## config.mk

```make
export PLATFORM = sky130hd
export DESIGN_NAME = serial_command_memory_loader
export DESIGN_NICKNAME = d
export VERILOG_FILES = /design/src/hw/rtl/scml_pkg.sv /design/src/hw/rtl/serial_command_memory_loader.sv /design/src/hw/rtl/scml_cmd_detect.sv /design/src/hw/rtl/scml_loader.sv
export SDC_FILE = /design/constraint.sdc
export NUM_CORES = 1
export LEC_CHECK = 0
export BUFFER_PORTS_ARGS = -buffer_cell sky130_fd_sc_hd__buf_4
export CORE_MARGIN = 3
export CORE_UTILIZATION = 30
export CTS_CLUSTER_DIAMETER = 200
export CTS_CLUSTER_SIZE = 30
export DETAILED_ROUTE_END_ITERATION = 7
export SKIP_LAST_GASP = 1
export SLEW_MARGIN = 20
export SYNTH_ARGS = -nofsm -noshare
export SYNTH_HDL_FRONTEND = slang
export SYNTH_SLANG_ARGS = --single-unit
```

## constraint.sdc

```tcl
create_clock -name clk -period 6.6 [get_ports clk]
set_input_delay 0.33 -clock clk [delete_from_list [all_inputs] [get_ports clk]]
set_output_delay 0.33 -clock clk [all_outputs]
set_load 0.03 [all_outputs]
```

## src/hw/rtl/scml_pkg.sv

```systemverilog
// Shared types and constants for the serial command memory loader.
`default_nettype none

package scml_pkg;

  localparam int unsigned WINDOW_BYTES  = 8;
  localparam int unsigned WINDOW_W      = WINDOW_BYTES * 8;
  localparam int unsigned CHUNK_BYTES_D = 64;
  localparam int unsigned CHUNK_W       = 8;

  // Command words, oldest byte in the top bits of the window.
  localparam logic [WINDOW_W-1:0] CMD_MEM_LOAD  = 64'h4541_5359_4D45_4D43; // EASYMEMC
  localparam logic [WINDOW_W-1:0] CMD_PROG_LOAD = 64'h4541_5359_5052_4F47; // EASYPROG

  localparam logic TARGET_CTRL_MEM = 1'b0;
  localparam logic TARGET_PROG_MEM = 1'b1;

  typedef enum logic [1:0] {
    MODE_WAIT_CMD,
    MODE_WAIT_LEN,
    MODE_RECV,
    MODE_HALT
  } mode_t;

  typedef struct packed {
    logic mem_hit;
    logic prog_hit;
  } cmd_hit_t;

  typedef struct packed {
    logic        valid;
    logic        mem_write;
    logic        write_target;
    logic [31:0] write_offset;
    logic [7:0]  write_data;
    logic        tx_valid;
    logic [7:0]  tx_byte;
    logic        controller_stop;
    logic        controller_start;
    logic        program_loaded;
  } result_t;

endpackage

`default_nettype wire

```

## src/hw/rtl/serial_command_memory_loader.sv

```systemverilog
// Serial command memory loader top level with the result register.
//
// Usage: received serial bytes enter on the in_ channel (in_valid/in_stall).
// While waiting for a command the block watches the last eight bytes for
// EASYMEMC (memory load, reports controller_stop) or EASYPROG (program load).
// Four big-endian length bytes follow; the fourth returns a credit byte of
// CHUNK_BYTES on tx_byte. Each payload byte then comes out as a write with a
// rising offset, and a credit follows every full chunk that is not the last.
// A finished memory load reports controller_start and waits for the next
// command; a finished program load reports program_loaded and ignores all
// further bytes until reset.
// Bytes that produce nothing (command bytes, the first three length bytes)
// give no out_ transaction.
// out_valid rises in the cycle after the input transaction. Throughput: one byte
// per cycle, set by the single result register; a byte is accepted while a
// result waits only if that result is taken in the same cycle.
// Reset: synchronous, active low; clears the window to zeros and returns to
// waiting for a command. While out_stall holds with a result waiting, the result
// holds and in_stall rises.
`default_nettype none

module serial_command_memory_loader #(
  parameter int unsigned CHUNK_BYTES = scml_pkg::CHUNK_BYTES_D
) (
  input  wire logic        clk,
  input  wire logic        rst_n,
  input  wire logic        in_valid,
  output logic             in_stall,
  input  wire logic [7:0]  in_rx_byte,
  output logic             out_valid,
  input  wire logic        out_stall,
  output logic             out_mem_write,
  output logic             out_write_target,
  output logic [31:0]      out_write_offset,
  output logic [7:0]       out_write_data,
  output logic             out_tx_valid,
  output logic [7:0]       out_tx_byte,
  output logic             out_controller_stop,
  output logic             out_controller_start,
  output logic             out_program_loaded
);
  import scml_pkg::*;

  logic     accept;
  logic     shift_en;
  cmd_hit_t hit;
  result_t  res;
  result_t  out_r;
  logic     out_valid_r, out_valid_nxt;

  assign in_stall = out_valid_r && out_stall;
  assign accept   = in_valid && !in_stall;

  scml_cmd_detect u_detect (
    .clk      (clk),
    .rst_n    (rst_n),
    .shift_en (shift_en),
    .rx_byte  (in_rx_byte),
    .hit      (hit)
  );

  scml_loader #(
    .CHUNK_BYTES (CHUNK_BYTES)
  ) u_loader (
    .clk      (clk),
    .rst_n    (rst_n),
    .accept   (accept),
    .rx_byte  (in_rx_byte),
    .hit      (hit),
    .shift_en (shift_en),
    .res      (res)
  );

  always_comb begin
    out_valid_nxt = out_valid_r;
    if (out_valid_r && !out_stall) begin
      out_valid_nxt = 1'b0;
    end
    if (accept && res.valid) begin
      out_valid_nxt = 1'b1;
    end
  end

  always_ff @(posedge clk) begin
    if (!rst_n) begin
      out_valid_r <= 1'b0;
    end else begin
      out_valid_r <= out_valid_nxt;
    end
  end

  // Load the payload only when a new result arrives; hold it otherwise.
  always_ff @(posedge clk) begin
    if (accept && res.valid) begin
      out_r <= res;
    end
  end

  assign out_valid            = out_valid_r;
  assign out_mem_write        = out_r.mem_write;
  assign out_write_target     = out_r.write_target;
  assign out_write_offset     = out_r.write_offset;
  assign out_write_data       = out_r.write_data;
  assign out_tx_valid         = out_r.tx_valid;
  assign out_tx_byte          = out_r.tx_byte;
  assign out_controller_stop  = out_r.controller_stop;
  assign out_controller_start = out_r.controller_start;
  assign out_program_loaded   = out_r.program_loaded;

endmodule

`default_nettype wire

```

## src/hw/rtl/scml_cmd_detect.sv

```systemverilog
// Command window shift register and command word compare.
`default_nettype none

module scml_cmd_detect (
  input  wire logic              clk,
  input  wire logic              rst_n,
  input  wire logic              shift_en,
  input  wire logic [7:0]        rx_byte,
  output scml_pkg::cmd_hit_t     hit
);
  import scml_pkg::*;

  logic [WINDOW_W-1:0] window_r;
  logic [WINDOW_W-1:0] window_nxt;

  assign window_nxt = {window_r[WINDOW_W-9:0], rx_byte};

  // Compare against the window as it stands after this byte shifts in.
  assign hit.mem_hit  = (window_nxt == CMD_MEM_LOAD);
  assign hit.prog_hit = (window_nxt == CMD_PROG_LOAD);

  always_ff @(posedge clk) begin
    if (!rst_n) begin
      window_r <= '0;
    end else if (shift_en) begin
      window_r <= window_nxt;
    end
  end

endmodule

`default_nettype wire

```

## src/hw/rtl/scml_loader.sv

```systemverilog
// Load sequencer: length capture, payload offsets, chunk credits and completion.
`default_nettype none

module scml_loader #(
  parameter int unsigned CHUNK_BYTES = scml_pkg::CHUNK_BYTES_D
) (
  input  wire logic                clk,
  input  wire logic                rst_n,
  input  wire logic                accept,
  input  wire logic [7:0]          rx_byte,
  input  wire scml_pkg::cmd_hit_t  hit,
  output logic                     shift_en,
  output scml_pkg::result_t        res
);
  import scml_pkg::*;

  localparam logic [CHUNK_W-1:0] CHUNK_LAST = CHUNK_W'(CHUNK_BYTES);

  mode_t              mode_r, mode_nxt;
  logic               target_r, target_nxt;
  logic [31:0]        len_r, len_nxt;
  logic [31:0]        cnt_r, cnt_nxt;
  logic [CHUNK_W-1:0] chunk_r, chunk_nxt;
  logic [1:0]         seen_r, seen_nxt;

  logic [31:0]        cnt_inc;
  logic [CHUNK_W-1:0] chunk_inc;
  logic [31:0]        len_shift;

  assign shift_en  = accept && (mode_r == MODE_WAIT_CMD);
  assign cnt_inc   = cnt_r + 32'd1;
  assign chunk_inc = chunk_r + CHUNK_W'(1);
  assign len_shift = {len_r[23:0], rx_byte};

  always_ff @(posedge clk) begin
    if (!rst_n) begin
      mode_r   <= MODE_WAIT_CMD;
      target_r <= TARGET_CTRL_MEM;
      len_r    <= '0;
      cnt_r    <= '0;
      chunk_r  <= '0;
      seen_r   <= '0;
    end else begin
      mode_r   <= mode_nxt;
      target_r <= target_nxt;
      len_r    <= len_nxt;
      cnt_r    <= cnt_nxt;
      chunk_r  <= chunk_nxt;
      seen_r   <= seen_nxt;
    end
  end

  always_comb begin
    mode_nxt   = mode_r;
    target_nxt = target_r;
    len_nxt    = len_r;
    cnt_nxt    = cnt_r;
    chunk_nxt  = chunk_r;
    seen_nxt   = seen_r;
    res        = '0;

    if (accept) begin
      case (mode_r)
        MODE_WAIT_CMD: begin
          if (hit.mem_hit || hit.prog_hit) begin
            target_nxt = hit.mem_hit ? TARGET_CTRL_MEM : TARGET_PROG_MEM;
            mode_nxt   = MODE_WAIT_LEN;
            len_nxt    = '0;
            cnt_nxt    = '0;
            chunk_nxt  = '0;
            seen_nxt   = '0;
          end
          if (hit.mem_hit) begin
            res.valid           = 1'b1;
            res.controller_stop = 1'b1;
          end
        end
        MODE_WAIT_LEN: begin
          len_nxt = len_shift;
          if (seen_r != 2'd3) begin
            seen_nxt = seen_r + 2'd1;
          end else begin
            seen_nxt     = '0;
            cnt_nxt      = '0;
            chunk_nxt    = '0;
            mode_nxt     = MODE_RECV;
            res.valid    = 1'b1;
            res.tx_valid = 1'b1;
            res.tx_byte  = CHUNK_LAST;
            // Zero length finishes together with the first credit.
            if (len_shift == '0) begin
              if (target_r == TARGET_PROG_MEM) begin
                res.program_loaded = 1'b1;
                mode_nxt           = MODE_HALT;
              end else begin
                res.controller_start = 1'b1;
                mode_nxt             = MODE_WAIT_CMD;
              end
            end
          end
        end
        MODE_RECV: begin
          res.valid        = 1'b1;
          res.mem_write    = 1'b1;
          res.write_target = target_r;
          res.write_offset = cnt_r;
          res.write_data   = rx_byte;
          cnt_nxt          = cnt_inc;
          chunk_nxt        = chunk_inc;
          if (cnt_inc >= len_r) begin
            if (target_r == TARGET_PROG_MEM) begin
              res.program_loaded = 1'b1;
              mode_nxt           = MODE_HALT;
            end else begin
              res.controller_start = 1'b1;
              mode_nxt             = MODE_WAIT_CMD;
            end
          end else if (chunk_inc == CHUNK_LAST) begin
            res.tx_valid = 1'b1;
            res.tx_byte  = CHUNK_LAST;
            chunk_nxt    = '0;
          end
        end
        default: begin
          // Halted: drop every byte until reset.
        end
      endcase
    end
  end

endmodule

`default_nettype wire
```

**After elaboration in Yosys (flattened, before gate mapping)**

Index checks and enable logic that the tools add are counted.

- Register bits after elaboration: 188
- Latch bits: 0
- Memory bits (writable): 0
- Bits in read-only memories: 0
- Bits of input ports: 12
- Output and inout port bits: 56
- Logic and storage cells: 86
- Memories: 0

- Add/sub/neg operators: 3
- Multiply operators: 0
- Divide/modulo/power cells: 0
- $lt $le $gt $ge: 1
- Equal/unequal tests: 9
- Shift-type cells: 0
- Multiplexer cells: 37
- Bitwise operators: 0
- Reductions and logical operators: 19

Operator list:

| kind | number |
|---|---|
| equality test 64 x 63 -> 1 bit (second input constant) | 2 |
| case mux 32 bit (3 select lines) | 1 |
| 2-to-1 mux 32 bit | 2 |
| case mux 32 bit (2 select lines) | 1 |
| 2-to-1 mux 55 bit | 1 |
| 2-to-1 mux 42 bit | 1 |
| adder 32 x 1 -> 32 bit (second input constant) | 1 |
| greater-or-equal comparator 32 bit | 1 |
| zero test 32 bit | 1 |
| 2-to-1 mux 8 bit | 4 |
| 2-to-1 mux 9 bit | 3 |
| case mux 8 bit (3 select lines) | 1 |
| 2-to-1 mux 2 bit | 10 |
| case mux 9 bit (2 select lines) | 1 |
| adder 8 x 1 -> 8 bit (second input constant) | 1 |
| equality test 8 x 7 -> 1 bit (second input constant) | 1 |
| 2-to-1 mux 1 bit | 8 |
| case mux 2 bit (2 select lines) | 2 |
| != test 2 bit (second input constant) | 3 |
| case mux 2 bit (3 select lines) | 1 |
| AND reduction 3 bit | 2 |
| logical AND 1 bit | 5 |
| AND reduction 5 bit | 1 |
| AND reduction 2 bit | 2 |
| other kinds (11) | 13 |

**Depth between registers and ports, before layout**

Gate-level depths: netlist (run 1).

- Depth after elaboration: 8
- Gate-level depth with buffers: 14
- Gate-level depth less buffers: 14

**Cells and area by module**

From an unflattened synthesis (run 1), not the netlist that was laid out.

- Cells, all modules: 950
- Area total of the unflattened synthesis: 9,111.2 µm²

Modules (own cells, without submodules):

| module | instances | cells an instance | area an instance (µm²) | seq. area each (µm²) |
|---|---|---|---|---|
| scml_loader | 1 | 683 | 5,094.9 | 1,541.5 |
| scml_cmd_detect | 1 | 206 | 2,343.5 | 1,121.1 |
| serial_command_memory_loader | 1 | 61 | 1,672.9 | 1,641.6 |

**Least setup slack after synthesis (run 1)**

No wires, ideal clock.

- Path type: reg-to-reg
- Start point: reg u_detect.window_r[5]
- End point: reg out_r (netlist bit out_controller_start), enable pin
- Setup time: 0.536 ns
- Arrival time: 4.945 ns
- Required time: 6.064 ns
- Path slack: 1.119 ns
- Stages on the path, launching flop included: 6
- Path buffers: 0
- Clock period less this slack: 5.481 ns
- Cell sequence: dfxtp_1 > nor4b_1 > nand4_1 > nor4_4 > nand3_1 > a311oi_1

- Longest elaborated chain between the ends: 5

RTL lines:

| what | line | RTL |
|---|---|---|
| start: declaration | scml_cmd_detect.sv:13 | `logic [WINDOW_W-1:0] window_r;` |
| start signal: assignment | scml_cmd_detect.sv:26 | `window_r <= window_nxt;` |
| equality test 64 x 63 -> 1 bit | scml_cmd_detect.sv:19 | `assign hit.mem_hit = (window_nxt == CMD_MEM_LOAD);` |
| 2-to-1 mux 1 bit | scml_loader.sv:73 | `if (hit.mem_hit) begin` |
| case mux 1 bit (3 select lines) | scml_loader.sv:63 | `case (mode_r)` |
| 2-to-1 mux 55 bit | scml_loader.sv:62 | `if (accept) begin` |
| logical AND 1 bit | serial_command_memory_loader.sv:94 | `if (accept && res.valid) begin` |
| end signal: assignment | serial_command_memory_loader.sv:95 | `out_r <= res;` |
| end: declaration | serial_command_memory_loader.sv:48 | `result_t out_r;` |

No other way between the ends.
A chain may end at the register's enable or synchronous reset.

**Final worst setup path (run 1)**

- Start point: reg u_loader.cnt_r[10]
- End point: reg out_r (netlist bit out_tx_byte[6]) (data pin)

- Longest elaborated chain between the ends: 4

RTL lines:

| what | line | RTL |
|---|---|---|
| start: declaration | scml_loader.sv:22 | `logic [31:0] cnt_r, cnt_nxt;` |
| start signal: assignment | scml_loader.sv:47 | `cnt_r <= cnt_nxt;` |
| adder 32 x 1 -> 32 bit | scml_loader.sv:31 | `assign cnt_inc = cnt_r + 32'd1;` |
| greater-or-equal comparator 32 bit | scml_loader.sv:110 | `if (cnt_inc >= len_r) begin` |
| 2-to-1 mux 9 bit | scml_loader.sv:110 |  |
| case mux 9 bit (2 select lines) | scml_loader.sv:63 |  |

No other way between the ends.

==> metrics.txt, run 1 <==
vias per cell=4.92; Root Buffer Master=sky130_fd_sc_hd__clkbuf_16; crit-path leading delay family=compound AO/OA/AOI/OAI gates; number of placed cells counting well taps=1294; last weighted congestion value of the routability-driven placer=0.785; TritonCTS clock tree=built; post-synthesis sequential area ratio=0.488; dominant register cell in the synthesized netlist=sky130_fd_sc_hd__dfxtp_1; number of detailed-route iterations in the first pass=5; share of cells above drive strength 1=0.122; power spent charging and discharging nets=545 uW; switching power as a share of total power=0.248; Global Route met3 Usage=0.0283; average footprint of a synthesized cell=9.20 um^2; Die Y=173 um; Die X=173 um; met1 track demand over resource=0.179; wire length of the first global-routing pass=33000 um; proportion of synthesized flip-flops having asynchronous set or reset=0; commonest cells after routing, fill and taps aside=148 x sky130_fd_sc_hd__nand2_1, 134 x sky130_fd_sc_hd__dfxtp_1, 95 x sky130_fd_sc_hd__a21oi_1, 68 x sky130_fd_sc_hd__buf_4, 46 x sky130_fd_sc_hd__edfxtp_1; Overall Power=2190 uW; via count=6521; Hold-fix buffers, CTS=0; final instance count without filler cells=1326; post-layout instance area=9690 um^2; number of DRC markers in iteration 0=425; library cell contributing the largest single delay on the critical path=sky130_fd_sc_hd__nor4_1; Crit path arrival time=4.61 ns; commonest non-fill, non-tap cell in the layout=sky130_fd_sc_hd__nand2_1; Worst Path Max Fanout=8; worst max-slew margin expressed relative to the limit=0.285; final setup TNS=0 ns; Sink Count=180; share of Yosys cell area claimed by the top area cell type=0.322; sort of element at the start of the critical path=register; share of the cycle needed by the critical path after routing=0.654; relative contribution of combinational cells to total power=0.024; starting density of the core=0.307; cell row count=60; number of global-route vias before repair=6133; estimated wirelength of the detail-placed design=14200 um; leakage power total=0.00343 uW; layer with the highest usage after global routing=met2; worst reg2reg startpoint=u_loader.cnt_r[10]; maximum number of pins on one net before global-route repair=58; worst reg2reg setup slack=2.28 ns; I/O pin total=68; drt drc=0; outcome=finished, final reports clean; required time of the critical path=6.89 ns; number of cells upsized or downsized after cts=0; number of antenna violations at the first check in global routing=0; instance area at placement=9110 um^2; Worst Path Class, Setup=reg2reg; clock input transition at the sequential cells of the worst setup and hold paths=0.08 ns; Sequential Power Share=0.517; beginning of the worst hold path=in_rx_byte[3]; total setup buffers inserted after CTS=0; largest area contributor in the netlist=sky130_fd_sc_hd__dfxtp_1; Cell variety after synth=59; insertion delay to the later sink of the worst-skew pair=0.44 ns; peak clock frequency supported by timing=232 MHz; cell count after synthesis=906; CP Buf/Inv Count=0; drt total wl=20300 um; growth of design area from synthesis to finish=16.3%; CTS H-tree lvls=4; cells along the critical path=nand4_1 -> nor4_1 -> nand3_1 -> nor2_1 -> xor2_1 -> ha_1 -> a21o_1 -> a221o_1 -> a221oi_1 -> o21ai_0 -> a211oi_1 -> nand2_1 -> a21oi_1; Post-synth EDFFs=46; total of max-cap violations=0; met2 track demand over resource in global routing=0.225; final net count=992; setup-violating endpoint count in the final report=0; RSZ-0062 raised after global routing=no; clock power share=0.459; Synth warnings=0; worst-case clock buffer depth=2; area of the die=29800 um^2; # port buffers=60; Synth Cell Area=8330 um^2; remaining global-route overflow=0; antenna diode instance count=0; Routed wire per std cell=15.3 um; post-route clock skew=0.0112 ns; start point of the critical path=u_loader.cnt_r[10]; overall fraction of global-route tracks in use=0.136; worst supply voltage drop on vdd=0.154 mV; Hold/Removal Path Class=in2reg; Inserted Clock Buffers=17; type of destination of the critical path=register; minimum period implied by the final worst setup slack=4.32 ns; dominant cells by area after synthesis=sky130_fd_sc_hd__dfxtp_1 32%, sky130_fd_sc_hd__edfxtp_1 17%, sky130_fd_sc_hd__nand2_1 6.7%; Power Density=226 nW/um^2; number of nets with antenna violations after routing=0; design internal power=1650 uW; longest individual stage delay on the worst path=0.58 ns; actual transition at the worst max-transition pin=1.07 ns; Placeable Area=27100 um^2; max-slew violation total from the final report=0; FF+latch count, synth=180; total count of hold-check failures in the final report=0
-- Yosys cell counts (all sizes together), types with 2 or more instances --
cell and instances:
nand2 149, dfxtp 134, a21oi 96, edfxtp 46
and2 44, inv 44, ha 39, nor2 39
clkbuf 36, a22o 35, nand3 33, o21ai 26
xnor2 23, buf 22, nor4 14, or3 14
nand4 13, nor3 13, a22oi 9, a21o 8
and4 8, xor2 8, nor4b 6, and3 5
a211oi 4, a221oi 3, a31oi 3, and4b 3
nand3b 3, nor4bb 3, a311oi 2, nand2b 2
nand4b 2, nor2b 2, o21a 2
-- sequential cells by signal, indices dropped and copies added (netlist names) --
name / cells
out_controller_start: 1
out_program_loaded: 1
out_tx_byte: 1
out_valid: 1
out_mem_write: 1
u_detect.window_r: 56
out_controller_stop: 1
u_loader.seen_r: 2
out_write_data: 8
out_write_offset: 32
u_loader.chunk_r: 8
u_loader.len_r: 32
u_loader.cnt_r: 32
u_loader.target_r: 1
u_loader.mode_r: 2
out_write_target: 1
-- stage by stage --
| stage | worst slack, ns | utilization | hold WS, ns |
|---|---|---|---|
| after floorplan | 1.12 | - | 0.432 |
| after global placement | 2.62 | 0.336 | 0.442 |
| after detailed placement | 2.38 | 0.336 | 0.446 |
| after CTS | 2.34 | 0.357 | 0.104 |
| after global routing | 1.73 | 0.357 | 0.118 |
| final | 2.28 | 0.357 | 0.119 |
-- cell families (layout without fill, tap and decap cells) --
family	count (synthesis)	count (layout)	share of synthesized area
buffers and inverters	102	144	0.0524
and+or+nand+nor	354	354	0.215
muxes	2	2	0.00255
DFF	180	180	0.488
xor gates and xnor gates	31	31	0.0326
adders and majority gates	39	39	0.0586
other	1	7	0.000450
AOI/OAI and AO/OA	197	197	0.150
-- power by group through the flow --
stage	Clock, uW	Sequential (uW)	Combinational, uW
6_report	1010	1130	53.5
5_1_grt	1070	1130	59.4
4_1_cts	1030	1130	54.0
3_5_place_dp	0	1160	54.0
3_3_place_gp	0	1160	53.7
2_1_floorplan	0	1160	38.3
-- final timing paths --
check                               end  cells after the start
setup reg to reg         out_tx_byte[6]                     13
hold reg to reg   u_detect.window_r[50]                      2
setup / recovery         out_tx_byte[6]                     13
hold / removal        u_loader.len_r[3]                      2
-- routing by layer --
layer	wire length [um]	part of all wire
met3	703	0.035
met1	9370	0.46
met4	408	0.020
met5	0	0
met2	9830	0.48
-- worst register-to-register path: stages (launching register included) --
cell and delay [ns]:
sky130_fd_sc_hd__dfxtp_1 0.46, sky130_fd_sc_hd__nand4_1 0.19, sky130_fd_sc_hd__nor4_1 0.58, sky130_fd_sc_hd__nand3_1 0.36
sky130_fd_sc_hd__nor2_1 0.21, sky130_fd_sc_hd__xor2_1 0.22, sky130_fd_sc_hd__ha_1 0.29, sky130_fd_sc_hd__a21o_1 0.18
sky130_fd_sc_hd__a221o_1 0.32, sky130_fd_sc_hd__a221oi_1 0.35, sky130_fd_sc_hd__o21ai_0 0.25, sky130_fd_sc_hd__a211oi_1 0.51
sky130_fd_sc_hd__nand2_1 0.11, sky130_fd_sc_hd__a21oi_1 0.16
-- area by class of cell --
class / instances / area, um^2
Clock buffer: 17 / 425
Clock inverter: 15 / 155
Fill cell: 2769 / 17400
Inverter: 44 / 165
Multi-Input combinational cell: 630 / 3900
Sequential cell: 180 / 4060
Tap cell: 372 / 465
Timing Repair Buffer: 68 / 510
No activity file was read; power rests on OpenSTA's default activity.
==> inputs of run 2 (changes only) <==
- clock period: 6.6 -> 4 ns (I/O delays scaled with it)
==> run 2 against run 1 <==
- first-iteration DRC count increased by 8.7%
- die area unchanged
- wire length decreased by 0.31%
- clock skew increased by 0.0036 ns
- worst setup slack got worse by 2.0 ns
- count of clock-buffer cells in the layout increased by 3
- sequential cell count unchanged
- combinational power increased by 72%
- design area increased by 1.4%
- register-to-register slack got worse by 2.0 ns
- global-route usage decreased by 0.20 points
- fmax increased by 17%
- highest routed layer unchanged
==> metrics.txt, run 2 (synthesis results as in run 1) <==
share of the cycle needed by the critical path after routing=0.922 (+0.268); sort of element at the start of the critical path=register; post-layout instance area=9820 um^2 (+1.4%); drt total wl=20200 um (-0.31%); final net count=1006 (+1.4%); cell row count=60 (unchanged); capturing point of the worst reg2reg path=out_tx_byte[6]; endpoint of the most critical setup path=out_tx_byte[6]; Root Buffer Master=sky130_fd_sc_hd__clkbuf_16; last weighted congestion value of the routability-driven placer=0.869 (+11%); via count=6554 (+0.51%); number of nets with antenna violations after routing=0 (unchanged); insertion delay to the later sink of the worst-skew pair=0.44 ns (about the same); starting density of the core=0.307 (unchanged); worst max-slew margin expressed relative to the limit=0.345 (+0.0600); share of cells above drive strength 1=0.131 (+0.00961); TritonCTS clock tree=built; CTS H-tree lvls=4 (unchanged); worst reg2reg startpoint=u_loader.cnt_r[0]; estimated wirelength of the detail-placed design=13900 um (-1.9%); worst supply voltage drop on vdd=0.248 mV (+60%); overall fraction of global-route tracks in use=0.134 (-0.00200); number of placed cells counting well taps=1305 (+0.85%); type of destination of the critical path=register; final setup TNS=0 ns (unchanged); Worst Path Class, Setup=reg2reg; Hold/Removal Path Class=in2reg; Power Density=375 nW/um^2 (+65%); leakage power total=0.00351 uW (+2.3%); Most flops, register=u_detect.window_r; # port buffers=60 (unchanged); required time of the critical path=4.29 ns (-2.60 ns); antenna diode instance count=0 (unchanged); start point of the critical path=u_loader.cnt_r[0]; number of antenna violations at the first check in global routing=0 (unchanged); I/O pin total=68 (unchanged); final-layout worst hold slack=0.0123 ns (-0.107 ns); number of flip-flops under the largest register name=56 (unchanged); vias per cell=4.89 (-0.54%); total of max-cap violations=0 (unchanged); clock input transition at the sequential cells of the worst setup and hold paths=0.07 ns (about the same); Worst R2R Path Depth=15 (+2); Sink Count=180 (unchanged); RSZ-0062 raised after global routing=no; worst slack at placement=0.257 ns (-2.12 ns); drt drc=0 (unchanged); area of combinational cells with multiple inputs=3910 um^2 (+0.32%); Worst Path Max Fanout=6 (-2); Die Y=173 um (unchanged); number of inserted filler cells in the final layout=2752 (-0.61%); final instance count without filler cells=1340 (+1.1%); number of detailed-route iterations in the first pass=5 (unchanged); actual transition at the worst max-transition pin=0.981 ns (-0.0914 ns); number of DRC markers in iteration 0=462 (+8.7%); area of the die=29800 um^2 (unchanged); number of global-route vias before repair=6298 (+2.7%); total setup buffers inserted after CTS=0 (unchanged); maximum number of pins on one net before global-route repair=57 (-1.7%); max-slew violation total from the final report=0 (unchanged); commonest cells after routing, fill and taps aside=148 x sky130_fd_sc_hd__nand2_1, 134 x sky130_fd_sc_hd__dfxtp_1, 94 x sky130_fd_sc_hd__a21oi_1, 79 x sky130_fd_sc_hd__buf_4, 46 x sky130_fd_sc_hd__edfxtp_1; post-route clock skew=0.0148 ns (+0.00359 ns); Die X=173 um (unchanged); wire length of the first global-routing pass=32700 um (-0.80%); Crit path arrival time=3.98 ns (-0.63 ns); remaining global-route overflow=0 (unchanged); peak clock frequency supported by timing=271 MHz (+17%); setup-violating endpoint count in the final report=0 (unchanged); Placeable Area=27100 um^2 (unchanged); Routed wire per std cell=15.1 um (-1.4%); total count of hold-check failures in the final report=0 (unchanged); instance area at placement=9190 um^2 (+0.88%); commonest non-fill, non-tap cell in the layout=sky130_fd_sc_hd__nand2_1; PnR worst setup slack=0.313 ns (-1.97 ns); storage element area=4060 um^2 (unchanged); growth of design area from synthesis to finish=17.9%; worst reg2reg setup slack=0.31 ns (-1.97 ns); outcome=finished, final reports clean; worst-case clock buffer depth=2 (unchanged); Inserted Clock Buffers=17 (unchanged); minimum period implied by the final worst setup slack=3.69 ns (-0.631 ns)
==> run 2: cell count changes in the layout (fill, tap and decap cells not counted), moves of 2 or more <==
cell,previous run,this run
sky130_fd_sc_hd__clkinv_4,0,2
sky130_fd_sc_hd__inv_8,6,1
sky130_fd_sc_hd__clkinvlp_4,2,0
sky130_fd_sc_hd__dlygate4sd3_1,0,3
sky130_fd_sc_hd__buf_4,68,79
sky130_fd_sc_hd__inv_4,0,3
sky130_fd_sc_hd__clkinv_8,2,0
sky130_fd_sc_hd__clkbuf_1,0,2
sky130_fd_sc_hd__bufinv_16,0,2
==> run 2: per-stage QoR <==
stage / total power, uW / util
after floorplan: 1970 / -
after detailed placement: 2000 / 0.339
after global placement: 2000 / 0.339
final: 3680 / 0.362
after global routing: 3790 / 0.362
after CTS: 3700 / 0.362
==> run 2: worst max-delay path: stages, from the launching register on <==
cell and delay, ns:
sky130_fd_sc_hd__dfxtp_1 0.44, sky130_fd_sc_hd__ha_1 0.28, sky130_fd_sc_hd__nand3_1 0.14, sky130_fd_sc_hd__nor2_1 0.23, sky130_fd_sc_hd__nand2_1 0.13, sky130_fd_sc_hd__nor3_1 0.24, sky130_fd_sc_hd__xor2_1 0.24, sky130_fd_sc_hd__ha_1 0.26
sky130_fd_sc_hd__and2_0 0.16, sky130_fd_sc_hd__a221o_1 0.31, sky130_fd_sc_hd__a221oi_1 0.32, sky130_fd_sc_hd__o21ai_1 0.19, sky130_fd_sc_hd__a211oi_2 0.25, sky130_fd_sc_hd__buf_4 0.17, sky130_fd_sc_hd__nand2_1 0.05, sky130_fd_sc_hd__a21oi_1 0.14
==> run 2: how the worst min path moves through the flow <==
stage	startpoint	end	cells past startpoint
global route	in_rx_byte[5]	u_loader.len_r[5]	2
finish	in_rx_byte[5]	u_loader.len_r[5]	2
CTS	in_rx_byte[5]	u_loader.len_r[5]	2
floorplan	rst_n	out_valid	1
detailed placement	u_detect.window_r[50]	u_detect.window_r[50]	2
global placement	u_detect.window_r[50]	u_detect.window_r[50]	2
==> run 2: final cells by class <==
| cell class | count | share of cell area |
|---|---|---|
| Multi-Input combinational cell | 630 | 0.399 |
| Inverter | 44 | 0.0168 |
| Clock inverter | 12 | 0.0145 |
| Clock buffer | 20 | 0.0455 |
| Tap cell | 372 | 0.0474 |
| Timing Repair Buffer | 82 | 0.0634 |
| Sequential cell | 180 | 0.414 |
==> run 2: layer usage <==
metal / share of wire / GRT usage / vias up
met5: 0 / 0 / -
met4: 0.026 / 0.0524 / 0
met3: 0.037 / 0.0288 / 35
met2: 0.48 / 0.225 / 142
met1: 0.46 / 0.170 / 3099
li1: - / - / 3278
==> run 2: what timing repair did <==
item,CTS,global route
resized for setup,0,4
setup endpoints to repair,0,8
hold buffers,3,0
hold endpoints to repair,3,0
==> run 2: report_power, final <==
part	switching, uW	leakage [uW]	total [uW]	internal, uW
Sequential	8.16	0.00151	1870	1860
Clock	761	0.000293	1710	953
Combinational	69.5	0.00171	91.9	22.4
